`config.mk`:
```
export PLATFORM = sky130hd
export DESIGN_NAME = sbrl_sync_div
export DESIGN_NICKNAME = d
export VERILOG_FILES = /design/src/rtl/core/sbrl_pkg.sv /design/src/rtl/core/sbrl_sync_div.sv
export SDC_FILE = /design/constraint.sdc
export NUM_CORES = 1
export LEC_CHECK = 0
export BUFFER_PORTS_ARGS = -buffer_cell sky130_fd_sc_hd__buf_4
export CAP_MARGIN = 5
export CELL_PAD_IN_SITES_DETAIL_PLACEMENT = 1
export CELL_PAD_IN_SITES_GLOBAL_PLACEMENT = 1
export CORE_MARGIN = 4
export CORE_UTILIZATION = 50
export DETAILED_ROUTE_END_ITERATION = 10
export PLACE_DENSITY_LB_ADDON = 0.05
export SLEW_MARGIN = 40
export SYNTH_ARGS = -nofsm -noshare
export SYNTH_HDL_FRONTEND = slang
export SYNTH_SLANG_ARGS = --single-unit
```
`constraint.sdc`:
```
create_clock -name clk -period 6.4 [get_ports clk]
set_input_delay 0.32 -clock clk [delete_from_list [all_inputs] [get_ports clk]]
set_output_delay 0.32 -clock clk [all_outputs]
set_load 0.02 [all_outputs]
```
`src/rtl/core/sbrl_pkg.sv`:
```
`default_nettype none
// ----------------------------------------------------------------------------
// sbrl_pkg
// Shared widths, codes, limits and types for the sample recorder / looper.
// ----------------------------------------------------------------------------
package sbrl_pkg;

  // Parameter defaults
  localparam int DEF_BUFFER_DEPTH = 2048;
  localparam int DEF_PHASE_FRAC   = 16;

  // Field widths
  localparam int OP_W       = 3;
  localparam int SAMPLE_W   = 24;
  localparam int SYNC_W     = 18;
  localparam int SYNC_FRAC  = 16;
  localparam int STEP_W     = 24;
  localparam int SPEED_W    = 24;
  localparam int BLEN_W     = 12;
  localparam int CFG_IDX_W  = 2;
  localparam int CFG_DATA_W = 24;
  localparam int PHASE_W    = 40;
  localparam int PROD_W     = STEP_W + SPEED_W;
  localparam int SUM_W      = PROD_W + 1;

  // Operation codes
  localparam logic [OP_W-1:0] OP_TICK   = 3'd0;
  localparam logic [OP_W-1:0] OP_RECORD = 3'd1;
  localparam logic [OP_W-1:0] OP_PLAY   = 3'd2;
  localparam logic [OP_W-1:0] OP_LOOP   = 3'd3;
  localparam logic [OP_W-1:0] OP_DUMP   = 3'd4;
  localparam logic [OP_W-1:0] OP_STOP   = 3'd5;

  // Register indexes
  localparam logic [CFG_IDX_W-1:0] REG_PHASE_STEP    = 2'd0;
  localparam logic [CFG_IDX_W-1:0] REG_SPEED         = 2'd1;
  localparam logic [CFG_IDX_W-1:0] REG_BUFFER_LENGTH = 2'd2;

  // Register reset values
  localparam logic [STEP_W-1:0]         RST_PHASE_STEP    = 24'd65536;
  localparam logic signed [SPEED_W-1:0] RST_SPEED         = 24'sd65536;
  localparam logic [BLEN_W-1:0]         RST_BUFFER_LENGTH = 12'd1280;

  // Saturation limits
  localparam logic signed [PHASE_W-1:0] PHASE_MAX = {1'b0, {(PHASE_W-1){1'b1}}};
  localparam logic signed [PHASE_W-1:0] PHASE_MIN = {1'b1, {(PHASE_W-1){1'b0}}};
  localparam logic signed [SYNC_W-1:0]  SYNC_MAX  = {1'b0, {(SYNC_W-1){1'b1}}};
  localparam logic signed [SYNC_W-1:0]  SYNC_MIN  = {1'b1, {(SYNC_W-1){1'b0}}};
  localparam logic [SYNC_W-1:0]         SYNC_NEG_LIMIT = {1'b1, {(SYNC_W-1){1'b0}}};

  typedef enum logic [2:0] {
    MODE_IDLE,
    MODE_RECORD,
    MODE_PLAY,
    MODE_LOOP,
    MODE_DUMP
  } mode_t;

  typedef enum logic [2:0] {
    ST_CLEAR,
    ST_IDLE,
    ST_CALC,
    ST_START,
    ST_SYNC,
    ST_OUT
  } ctl_state_t;

  typedef enum logic [1:0] {
    DIV_IDLE,
    DIV_OVF,
    DIV_STEP,
    DIV_FIN
  } div_state_t;

  typedef enum logic [1:0] {
    SO_ZERO,
    SO_SAMPLE,
    SO_MEM
  } so_sel_t;

endpackage
`default_nettype wire

```
`src/rtl/core/sbrl_sync_div.sv`:
```
`default_nettype none
// ----------------------------------------------------------------------------
// sbrl_sync_div
// Iterative restoring divider: sync = phase / length with saturation,
// one quotient bit per cycle after a single overflow check.
// ----------------------------------------------------------------------------
module sbrl_sync_div #(
  parameter int PHASE_FRACTION_BITS = sbrl_pkg::DEF_PHASE_FRAC,
  parameter int LEN_W               = 12
) (
  input  logic                                clk,
  input  logic                                rst,
  input  logic                                start,
  input  logic signed [sbrl_pkg::PHASE_W-1:0] phase,
  input  logic        [LEN_W-1:0]             len,
  output logic                                done,
  output logic signed [sbrl_pkg::SYNC_W-1:0]  sync
);
  import sbrl_pkg::*;

  localparam int NUM_W = PHASE_W + SYNC_FRAC;
  localparam int DEN_W = LEN_W + PHASE_FRACTION_BITS + SYNC_W;
  localparam int DW    = (NUM_W > DEN_W) ? NUM_W : DEN_W;
  localparam int CNT_W = $clog2(SYNC_W);

  div_state_t        state, state_next;
  logic [DW-1:0]     rem;
  logic [DW-1:0]     dsh;
  logic [SYNC_W-1:0] quo;
  logic              neg;
  logic              ovf;
  logic [CNT_W-1:0]  cnt;
  logic [PHASE_W-1:0] mag;
  logic              ge;
  logic              last_step;

  assign mag       = phase[PHASE_W-1] ? (~phase + 1'b1) : phase;
  assign ge        = rem >= dsh;
  assign last_step = cnt == CNT_W'(SYNC_W - 1);

  always_ff @(posedge clk) begin
    if (rst) begin
      state <= DIV_IDLE;
    end else begin
      state <= state_next;
    end
  end

  always_comb begin
    state_next = state;
    case (state)
      DIV_IDLE: begin
        if (start) state_next = DIV_OVF;
      end
      DIV_OVF:  state_next = DIV_STEP;
      DIV_STEP: begin
        if (last_step) state_next = DIV_FIN;
      end
      DIV_FIN:  state_next = DIV_IDLE;
      default:  state_next = DIV_IDLE;
    endcase
  end

  always_comb begin
    done = (state == DIV_FIN);
  end

  always_ff @(posedge clk) begin
    case (state)
      DIV_IDLE: begin
        if (start) begin
          rem <= DW'({mag, {SYNC_FRAC{1'b0}}});
          dsh <= DW'(len) << (PHASE_FRACTION_BITS + SYNC_W - 1);
          neg <= phase[PHASE_W-1];
          cnt <= '0;
        end
      end
      DIV_OVF: begin
        // quotient needs more than SYNC_W bits: saturate
        ovf <= {1'b0, rem} >= {dsh, 1'b0};
      end
      DIV_STEP: begin
        if (ge) rem <= rem - dsh;
        quo <= {quo[SYNC_W-2:0], ge};
        dsh <= dsh >> 1;
        cnt <= cnt + 1'b1;
      end
      default: begin
      end
    endcase
  end

  always_comb begin
    if (!neg) begin
      sync = (ovf || quo[SYNC_W-1]) ? SYNC_MAX : $signed(quo);
    end else begin
      sync = (ovf || (quo > SYNC_NEG_LIMIT)) ? SYNC_MIN : $signed(~quo + 1'b1);
    end
  end

endmodule
`default_nettype wire

```
== Word-level counts from Yosys, hierarchy flattened ==
Index checks and enable logic that the tools add are counted.
Operators by class
  add/sub/neg operators: 4
  $lt $le $gt $ge: 3
  eq/ne operators: 7
  multiplexer cells: 14
  bitwise operators: 2
  reductions and logical operators: 8
Operators by type and width (number)
  one-hot mux 56 bit (2 select lines): 2
  2-to-1 mux 56 bit: 3
  >= comparator 56 x 57 -> 1 bit: 1
  >= comparator 56 bit: 1
  subtractor 56 bit: 1
  2-to-1 mux 18 bit: 3
  adder 40 x 1 -> 40 bit, second input constant: 1
  2-to-1 mux 40 bit: 1
  NOT 40 bit: 1
  adder 18 x 1 -> 18 bit, second input constant: 1
  > comparator 18 bit, second input constant: 1
  NOT 18 bit: 1
  one-hot mux 5 bit (2 select lines): 1
  one-hot mux 2 bit (4 select lines): 1
  inequality test 2 bit, second input constant: 3
  AND reduction 2 bit: 3
  adder 5 x 1 -> 5 bit, second input constant: 1
  == test 5 bit, second input constant: 1
  2-to-1 mux 5 bit: 1
  == test 2 bit, second input constant: 2
  2-to-1 mux 2 bit: 2
  AND reduction 3 bit: 1
  == test 2 x 1 -> 1 bit, second input constant: 1
  logical NOT 2 bit: 1
  2 further kinds: 3
Word-level totals
  flip-flop bits (word level): 139
  input port bits: 55
  output and inout port bits: 19
  word-level logic and storage cells: 45

== Depth between registers and ports, before layout ==
Gate-level depths: netlist (run 1).
  depth in word-level cells: 5
  gate-level depth with buffers: 13

== Worst setup path after synthesis (run 1) ==
OpenSTA, ideal clock, no wires.
  path kind: reg-to-reg
  start point: reg dsh[0]
  end point: reg rem[0] (enable)
  library setup time: 419 ps
  arrival time: 3801 ps
  data required time: 5981 ps
  path slack: 2180 ps
  cell stages (with the launch flop): 13
  buffers on the path: 0
  period minus slack after synthesis: 4220 ps
  path through: edfxtp_1 -> ha_1 -> fa_1 -> nor2b_1 -> o31ai_1 -> a211oi_1 -> o31ai_1 -> nor3b_1 -> or3_1 -> nand3_1 -> o21ai_0 -> nand3_1 -> and2_1
On the way
  longest elaborated chain between the ends: 3
Ends and longest elaborated chain
  start: declaration: RTL line sbrl_sync_div.sv:28  | logic [DW-1:0] dsh;
  start signal: assignment: RTL line sbrl_sync_div.sv:73  | dsh <= DW'(len) << (PHASE_FRACTION_BITS + SYNC_W - 1);
  start signal: assignment: RTL line sbrl_sync_div.sv:85  | dsh <= dsh >> 1;
  >= comparator 56 bit: RTL line sbrl_sync_div.sv:38  | assign ge = rem >= dsh;
  inequality test 2 bit (no line)
  AND reduction 3 bit (no line)
  end signal: assignment: RTL line sbrl_sync_div.sv:72  | rem <= DW'({mag, {SYNC_FRAC{1'b0}}});
  end signal: assignment: RTL line sbrl_sync_div.sv:83  | if (ge) rem <= rem - dsh;
  end: declaration: RTL line sbrl_sync_div.sv:27  | logic [DW-1:0] rem;
Every way passes these cells.
A chain may end at the register's enable or synchronous reset.

== Final worst setup path (run 1) ==
  start point: reg quo[0]
  end point: out sync[2] (netlist name)
On the way
  longest elaborated chain between the ends: 4
  elaborated cells between the ends (all ways): 6
  classes of those cells: add/sub (1); order compare (1); mux (2); bitwise (1); reduce/logical (1)
Ends and longest elaborated chain
  start: declaration: RTL line sbrl_sync_div.sv:29  | logic [SYNC_W-1:0] quo;
  start signal: assignment: RTL line sbrl_sync_div.sv:84  | quo <= {quo[SYNC_W-2:0], ge};
  NOT 18 bit or > comparator 18 bit (tied branches): RTL line sbrl_sync_div.sv:97  | sync = (ovf || (quo > SYNC_NEG_LIMIT)) ? SYNC_MIN : $signed(~quo + 1'b1);
  adder 18 x 1 -> 18 bit or logical OR 1 bit (tied branches): RTL line sbrl_sync_div.sv:97
  2-to-1 mux 18 bit (*): RTL line sbrl_sync_div.sv:97
  2-to-1 mux 18 bit (*): RTL line sbrl_sync_div.sv:94  | if (!neg) begin
  end: declaration: RTL line sbrl_sync_div.sv:17  | output logic signed [sbrl_pkg::SYNC_W-1:0] sync
Mark *: on every way between the ends. The rest lies on a longest branch, timed or not.

==> metrics.yaml, run 1 <==
outcome: "completed"
initialDrtViolationCount: 567
cts_resized: 0
vias: 8787
yosysSeqAreaShare_pct: 36.9
critPathKind: "register to output pin"
ff_latch_area_um2: 3820
dpl.hpwl_um: 21100
swShare_pct: 46.8
start_util_pct: 51.0
cts_setup_buffers: 0
cp.depth: 13
post-place-ws_ns: 2.02
netSwitchingPower_w: 0.00318
syn_nets: 1289
ant_nets: 0
ctsHoldBuffers: 0
worstSetupEndpointType: "output pin"
viasPerCell: 5.98
dieArea_um2: 23100
critPathMostFrequentCell: "or3_1"
finalWeightedCongestion: 0.885
track_usage_pct: 24.9
antenna_cells: 0
grt_pass1_vias: 9196
coreArea_um2: 20300
r2r-start: "dsh[0]"
grt_antenna_before_repair: 0
rsz0062_at_grt: "no"
grt_max_degree: 87
drt_pre_antenna_iters: 5
combPwrFrac_pct: 59.6
drv_cap: 0
io_pins: 74
wl_per_cell_um: 19.5
tns_ns: 0
drt_wl_total_um: 28700
setup_viol: 0
multiInputGateArea_um2: 6090
cts_inserted_buffers: 17
synthCells: 1135
final_layout_size_suffix_gt1_share_pct: 11.6
h-tree-depth: 4
avgSynthCellArea_um2: 9.12
power.density_nw_per_um2: 577
holdPathEnd: "state[1]"
internal_power_w: 0.00361
period_share_pct: 76.3
post-route-min-period_ns: 4.88
fill_cells: 2370
die_w_um: 152
worst_slew_pin_slew_ns: 0.849
reg2reg_to: "rem[17]"
port_buffers: 73
ff2ff_setup_slack_ns: 2.14
final_common_cell: "edfxtp_1"
synth_flop_cell: "edfxtp_1"
layout.nets: 1342
placedCellCount: 1439
critPathMaxFanout: 16
async_flop_share_pct: 0
setup_slack_ns: 1.52
drc: 0
ys_types: 66
clock_latency_ns: 0.43
crit_chain: "inv_1 -> ha_1 -> nor3b_1 -> nand4_1 -> or3_1 -> or3_1 -> or3_1 -> o21ai_0 -> nand2b_1 -> inv_1 -> nand2_1 -> o311ai_0 -> buf_4"
die-height_um: 152
cts_sinks: 128
cp_data_arrival_time_ns: 4.56
fin_cells: 1470
rr_worst_depth: 13
grt.overflow.total: 0
synth.yosys.warnings: 0
p_total_w: 0.00679
cpLargestDelayFamily: "simple AND/OR/NAND/NOR gates"
root_buffer: "clkbuf_16"
grt_pass1_wl_um: 47600
layout_common_cells: "126 x edfxtp_1, 109 x a21oi_1, 97 x ha_1"
peakVddDrop_mv: 0.236
slowest_delay_ns: 0.51
p_seq_share_pct: 25.0
rows: 52
finalHoldViolCount: 0
clkPwrFrac_pct: 15.4
critPathLaunchType: "register"
hold_class: "primary input to register"
p_leak_nw: 4.76
fmax_mhz: 205
cts.path.max_buffers: 2
critPathBufInv: 3
slew-limit-headroom_pct: 42.9
skew_ns: 0.00789
crit_slowest_cell: "o311ai_0"
path_clk_slew_ns: 0.06
cts_tree: "yes"
slew_violations: 0
ys_seq_elements: 128
hp-start: "rst"
synth_area_um2: 10300
synth_edf_count: 126
timing.hold.ws_ns: 0.0646
min_path_cells: 2
syn2layout_area_growth_pct: 13.6
critical_path_required_ns: 6.08
routing by layer:
| metal | up-vias | GRT usage (%) | part of all wire, % |
|---|---|---|---|
| met5 | - | 0 | 0 |
| met4 | 0 | 7.88 | 2.2 |
| met3 | 48 | 4.07 | 4.2 |
| met2 | 216 | 40.7 | 46 |
| met1 | 4259 | 34.1 | 48 |
| li1 | 4264 | - | - |
worst max path at each step:
stage | startpoint | to | slack [ns]
floorplan | dsh[0] | rem[0] | 2.18
global placement | dsh[0] | rem[20] | 2.06
detailed placement | quo[0] | sync[2] | 2.02
CTS | quo[1] | sync[2] | 1.47
global route | quo[0] | sync[3] | 1.11
finish | quo[0] | sync[2] | 1.52
sequential cells by signal (all words and copies together) (netlist names):
register and flops:
ovf 1, state 2, neg 1, rem 56, quo 18, cnt 5, dsh 45
Yosys cell counts (3+ instances only):
cell type	n	area, µm²
a21oi_1	109	546
a221o_1	3	30.0
o31ai_1	18	135
or4_1	9	67.6
nand4_1	20	125
nor2b_1	17	106
ha_1	98	1230
nand2_1	91	342
o311ai_1	10	87.6
o21bai_1	13	97.6
mux2i_1	3	30.0
and3_1	7	43.8
nor4_1	6	37.5
nor3_1	16	80.1
nand3_1	20	100
nand2b_1	10	62.6
o21ai_0	62	310
o41ai_1	5	43.8
o21a_1	5	37.5
o211ai_1	5	37.5
xnor2_1	59	517
or3_4	6	67.6
and2_1	51	319
clkbuf_1	40	150
buf_1	3	11.3
a21o_1	31	233
o21ai_1	6	30.0
edfxtp_1	126	3780
xor2_1	29	254
a211oi_1	4	30.0
o311ai_0	4	35.0
inv_1	78	293
mux2_2	12	135
a31oi_1	9	56.3
nor3b_1	3	22.5
nor2_1	83	312
or2_2	5	31.3
or3_1	15	93.8
and4_1	6	52.6
a2111oi_0	3	26.3
metrics by stage:
stage                     util (%)  area [µm²]
after global placement        54.7       11100
after global routing          57.9       11800
after detailed placement      54.9       11100
after floorplan                  -       10300
after CTS                     57.9       11800
final                         57.9       11800
logic make-up (layout without fill, tap and decap cells):
group | Yosys count | in the layout | share of synthesized area (%)
fa+ha+maj | 99 | 99 | 12.0
simple gates | 370 | 370 | 18.4
buf+inv | 121 | 186 | 4.39
xor+xnor | 88 | 88 | 7.45
compound gates | 314 | 314 | 19.2
mux | 15 | 15 | 1.60
flops | 128 | 128 | 36.9
cell type report:
cell class,instances,share of cell area [%]
multi-input combinational,886,51.8
inverter,78,2.49
timing repair buffer,77,5.06
clock buffer,17,3.62
sequential,128,32.5
tap,270,2.87
clock inverter,14,1.63
power by group through the flow:
stage	Sequential (W)	Combinational (W)	Clock [W]
2_1_floorplan	0.00161	0.00289	0
3_3_place_gp	0.00168	0.00380	0
6_report	0.00170	0.00405	0.00105
5_1_grt	0.00174	0.00449	0.00110
4_1_cts	0.00170	0.00401	0.00106
3_5_place_dp	0.00170	0.00392	0
No activity file was read; power rests on OpenSTA's default activity.
==> inputs of run 2 (changes only) <==
--- a/config.mk
+++ b/config.mk
@@ -10,7 +10,7 @@
 export CELL_PAD_IN_SITES_DETAIL_PLACEMENT = 1
 export CELL_PAD_IN_SITES_GLOBAL_PLACEMENT = 1
 export CORE_MARGIN = 4
-export CORE_UTILIZATION = 50
+export CORE_UTILIZATION = 48
 export DETAILED_ROUTE_END_ITERATION = 10
 export PLACE_DENSITY_LB_ADDON = 0.05
 export SLEW_MARGIN = 40
==> constraint.sdc (replaced) <==
create_clock -name clk -period 4.5 [get_ports clk]
set_input_delay 0.225 -clock clk [delete_from_list [all_inputs] [get_ports clk]]
set_output_delay 0.225 -clock clk [all_outputs]
set_load 0.02 [all_outputs]
==> metrics.yaml, run 2 (synthesized netlist as in run 1, its figures left out) <==
outcome: "completed"  # unchanged
rows: 53  # was 52
die_w_um: 155  # was 152 µm
r2r-start: "dsh[0]"  # unchanged
rr_worst_depth: 13  # unchanged
skew_ns: 0.0114  # was 0.00789 ns
vias: 8690  # was 8787
utilization_pct: 55.9  # was 57.9%
internal_power_w: 0.00505  # was 0.00361 W
hp-start: "len[9]"  # was rst
netSwitchingPower_w: 0.00450  # was 0.00318 W
timing.hold.ws_ns: 0.0940  # was 0.0646 ns
worst_slew_pin_slew_ns: 0.913  # was 0.849 ns
crit_chain: "or3_1 -> or3_4 -> or3_4 -> or3_4 -> or3_4 -> or3_4 -> or3_4 -> nor3_2 -> xor2_1 -> a21boi_1 -> buf_4"  # was inv_1 -> ha_1 -> nor3b_1 -> nand4_1 -> or3_1 -> or3_1 -> or3_1 -> o21ai_0 -> nand2b_1 -> inv_1 -> nand2_1 -> o311ai_0 -> buf_4
drv_cap: 0  # unchanged
setup_viol: 0  # unchanged
slowest_delay_ns: 0.46  # was 0.51 ns
crit_slowest_cell: "edfxtp_1"  # was o311ai_0
port_buffers: 73  # unchanged
dieArea_um2: 24000  # was 23100 µm²
grt_pass1_wl_um: 46800  # was 47600 µm
final_common_cell: "edfxtp_1"  # unchanged
p_seq_share_pct: 25.2  # was 25.0%
cp_data_arrival_time_ns: 3.92  # was 4.56 ns
path_clk_slew_ns: 0.06  # about the same
critical_path_required_ns: 4.28  # was 6.08 ns
fill_cells: 2452  # was 2370
combPwrFrac_pct: 59.9  # was 59.6%
slew_violations: 0  # unchanged
largest-register: "rem"  # unchanged
worstSetupEndpointType: "output pin"  # unchanged
critPathMostFrequentCell: "or3_4"  # was or3_1
clock_latency_ns: 0.43  # about the same
grt_max_degree: 82  # was 87
critPathMaxFanout: 5  # was 16
drt_pre_antenna_iters: 5  # unchanged
layout_common_cells: "126 x edfxtp_1, 109 x a21oi_1, 97 x ha_1"  # unchanged
grt_antenna_before_repair: 0  # unchanged
grt.overflow.total: 0  # unchanged
layout.nets: 1346  # was 1342
finalWeightedCongestion: 0.867  # was 0.885
track_usage_pct: 24.2  # was 24.9%
final_layout_size_suffix_gt1_share_pct: 12.0  # was 11.6%
finalHoldViolCount: 0  # unchanged
critPathLaunch: "quo[1]"  # was quo[0]
cts_tree: "yes"  # unchanged
p_leak_nw: 4.77  # was 4.76 nW
power.density_nw_per_um2: 811  # was 577 nW/µm²
slew-limit-headroom_pct: 38.6  # was 42.9%
ff2ff_setup_slack_ns: 0.49  # was 2.14 ns
coreArea_um2: 21100  # was 20300 µm²
ant_nets: 0  # unchanged
crit_path_end: "sync[17]"  # was sync[2]
reg_top3: "rem (56), dsh (45), quo (18)"  # unchanged
largest_register_ffs: 56  # unchanged
antenna_cells: 0  # unchanged
period_share_pct: 92.2
critPathLaunchType: "register"  # unchanged
critPathKind: "register to output pin"  # unchanged
cts_sinks: 128  # unchanged
post-place-ws_ns: 0.550  # was 2.02 ns
start_util_pct: 49.1  # was 51.0%
drc: 0  # unchanged
grt_pass1_vias: 9007  # was 9196
syn2layout_area_growth_pct: 13.8  # was 13.6%
peakVddDrop_mv: 0.293  # was 0.236 mV
dpl.hpwl_um: 21400  # was 21100 µm
wl_per_cell_um: 19.4  # was 19.5 µm
drt_wl_total_um: 28700  # about the same
reg2reg_to: "rem[6]"  # was rem[17]
setup_slack_ns: 0.350  # was 1.52 ns
hold_class: "primary input to register"  # unchanged
cts_inserted_buffers: 17  # unchanged
die-height_um: 155  # was 152 µm
cts.path.max_buffers: 2  # unchanged
post-route-min-period_ns: 4.15
initialDrtViolationCount: 523  # was 567
viasPerCell: 5.87  # was 5.98
clkPwrFrac_pct: 14.9  # was 15.4%
io_pins: 74  # unchanged
root_buffer: "clkbuf_16"  # unchanged
h-tree-depth: 4  # unchanged
swShare_pct: 47.1  # was 46.8%
fmax_mhz: 241
run 2: cell types whose count changed in the layout (fill, tap and decap cells not counted), sizes merged:
cell	before	now
clkbuf	17	18
buf	77	80
dlygate4sd3	0	1
clkinvlp	3	4
clkinv	6	4
bufinv	4	2
inv	79	82
run 2: area by class of cell:
cell class | count | area [µm²] | area share [%]
repair buffers | 81 | 636 | 5.40
inverters | 78 | 293 | 2.49
multi-input cells | 886 | 6090 | 51.7
clock inverters | 14 | 159 | 1.35
well taps | 275 | 344 | 2.92
flip-flops and latches | 128 | 3820 | 32.5
clock buffers | 18 | 429 | 3.64
run 2: through the flow:
stage               setup TNS, ns  std cells  total power (W)  area (µm²)
finish                          0       1480          0.00956       11800
global route              -0.0328       1480           0.0104       11800
CTS                             0       1480          0.00957       11800
detailed placement              0       1447          0.00804       11200
global placement                0       1447          0.00784       11200
floorplan                       0       1135          0.00640       10300
run 2: critical path, delay by kind of cell, from the launching register on:
family	cells	cell delay [ns]
flip-flops	1	0.46
XOR/XNOR	1	0.16
AND/OR/NAND/NOR	8	2.63
buffers and inverters	1	0.16
AO/OA/AOI/OAI	1	0.08
run 2: worst min path at each step:
stage                          end  slack (ns)  depth (start not counted)
after floorplan           state[1]        0.30                          1
after global placement    state[1]        0.41                          2
after detailed placement  state[1]        0.40                          2
after CTS                  dsh[42]        0.08                          2
after global routing       dsh[42]        0.08                          2
final                      dsh[42]        0.09                          2
run 2: timing repair:
action / CTS / global route
gates resized for setup: 0 / 1
endpoints found under the hold margin: 2 / 0
endpoints found under the setup margin: 0 / 13
hold buffers: 1 / 0
setup buffers: 0 / 0
run 2: metal layers:
metal  track usage, %  vias up  wire length, µm
met4             5.97        0              430
met3             3.86       31             1210
met5                0        -                0
met1             33.8     4216            13700
met2             39.5      172            13300
li1                 -     4271                -
run 2: power groups by stage:
| stage | Combinational (W) | Sequential [W] | Clock (W) |
|---|---|---|---|
| after global routing | 0.00639 | 0.00247 | 0.00151 |
| after global placement | 0.00545 | 0.00239 | 0 |
| final | 0.00573 | 0.00241 | 0.00143 |
| after detailed placement | 0.00562 | 0.00242 | 0 |
| after CTS | 0.00572 | 0.00241 | 0.00144 |
| after floorplan | 0.00411 | 0.00229 | 0 |
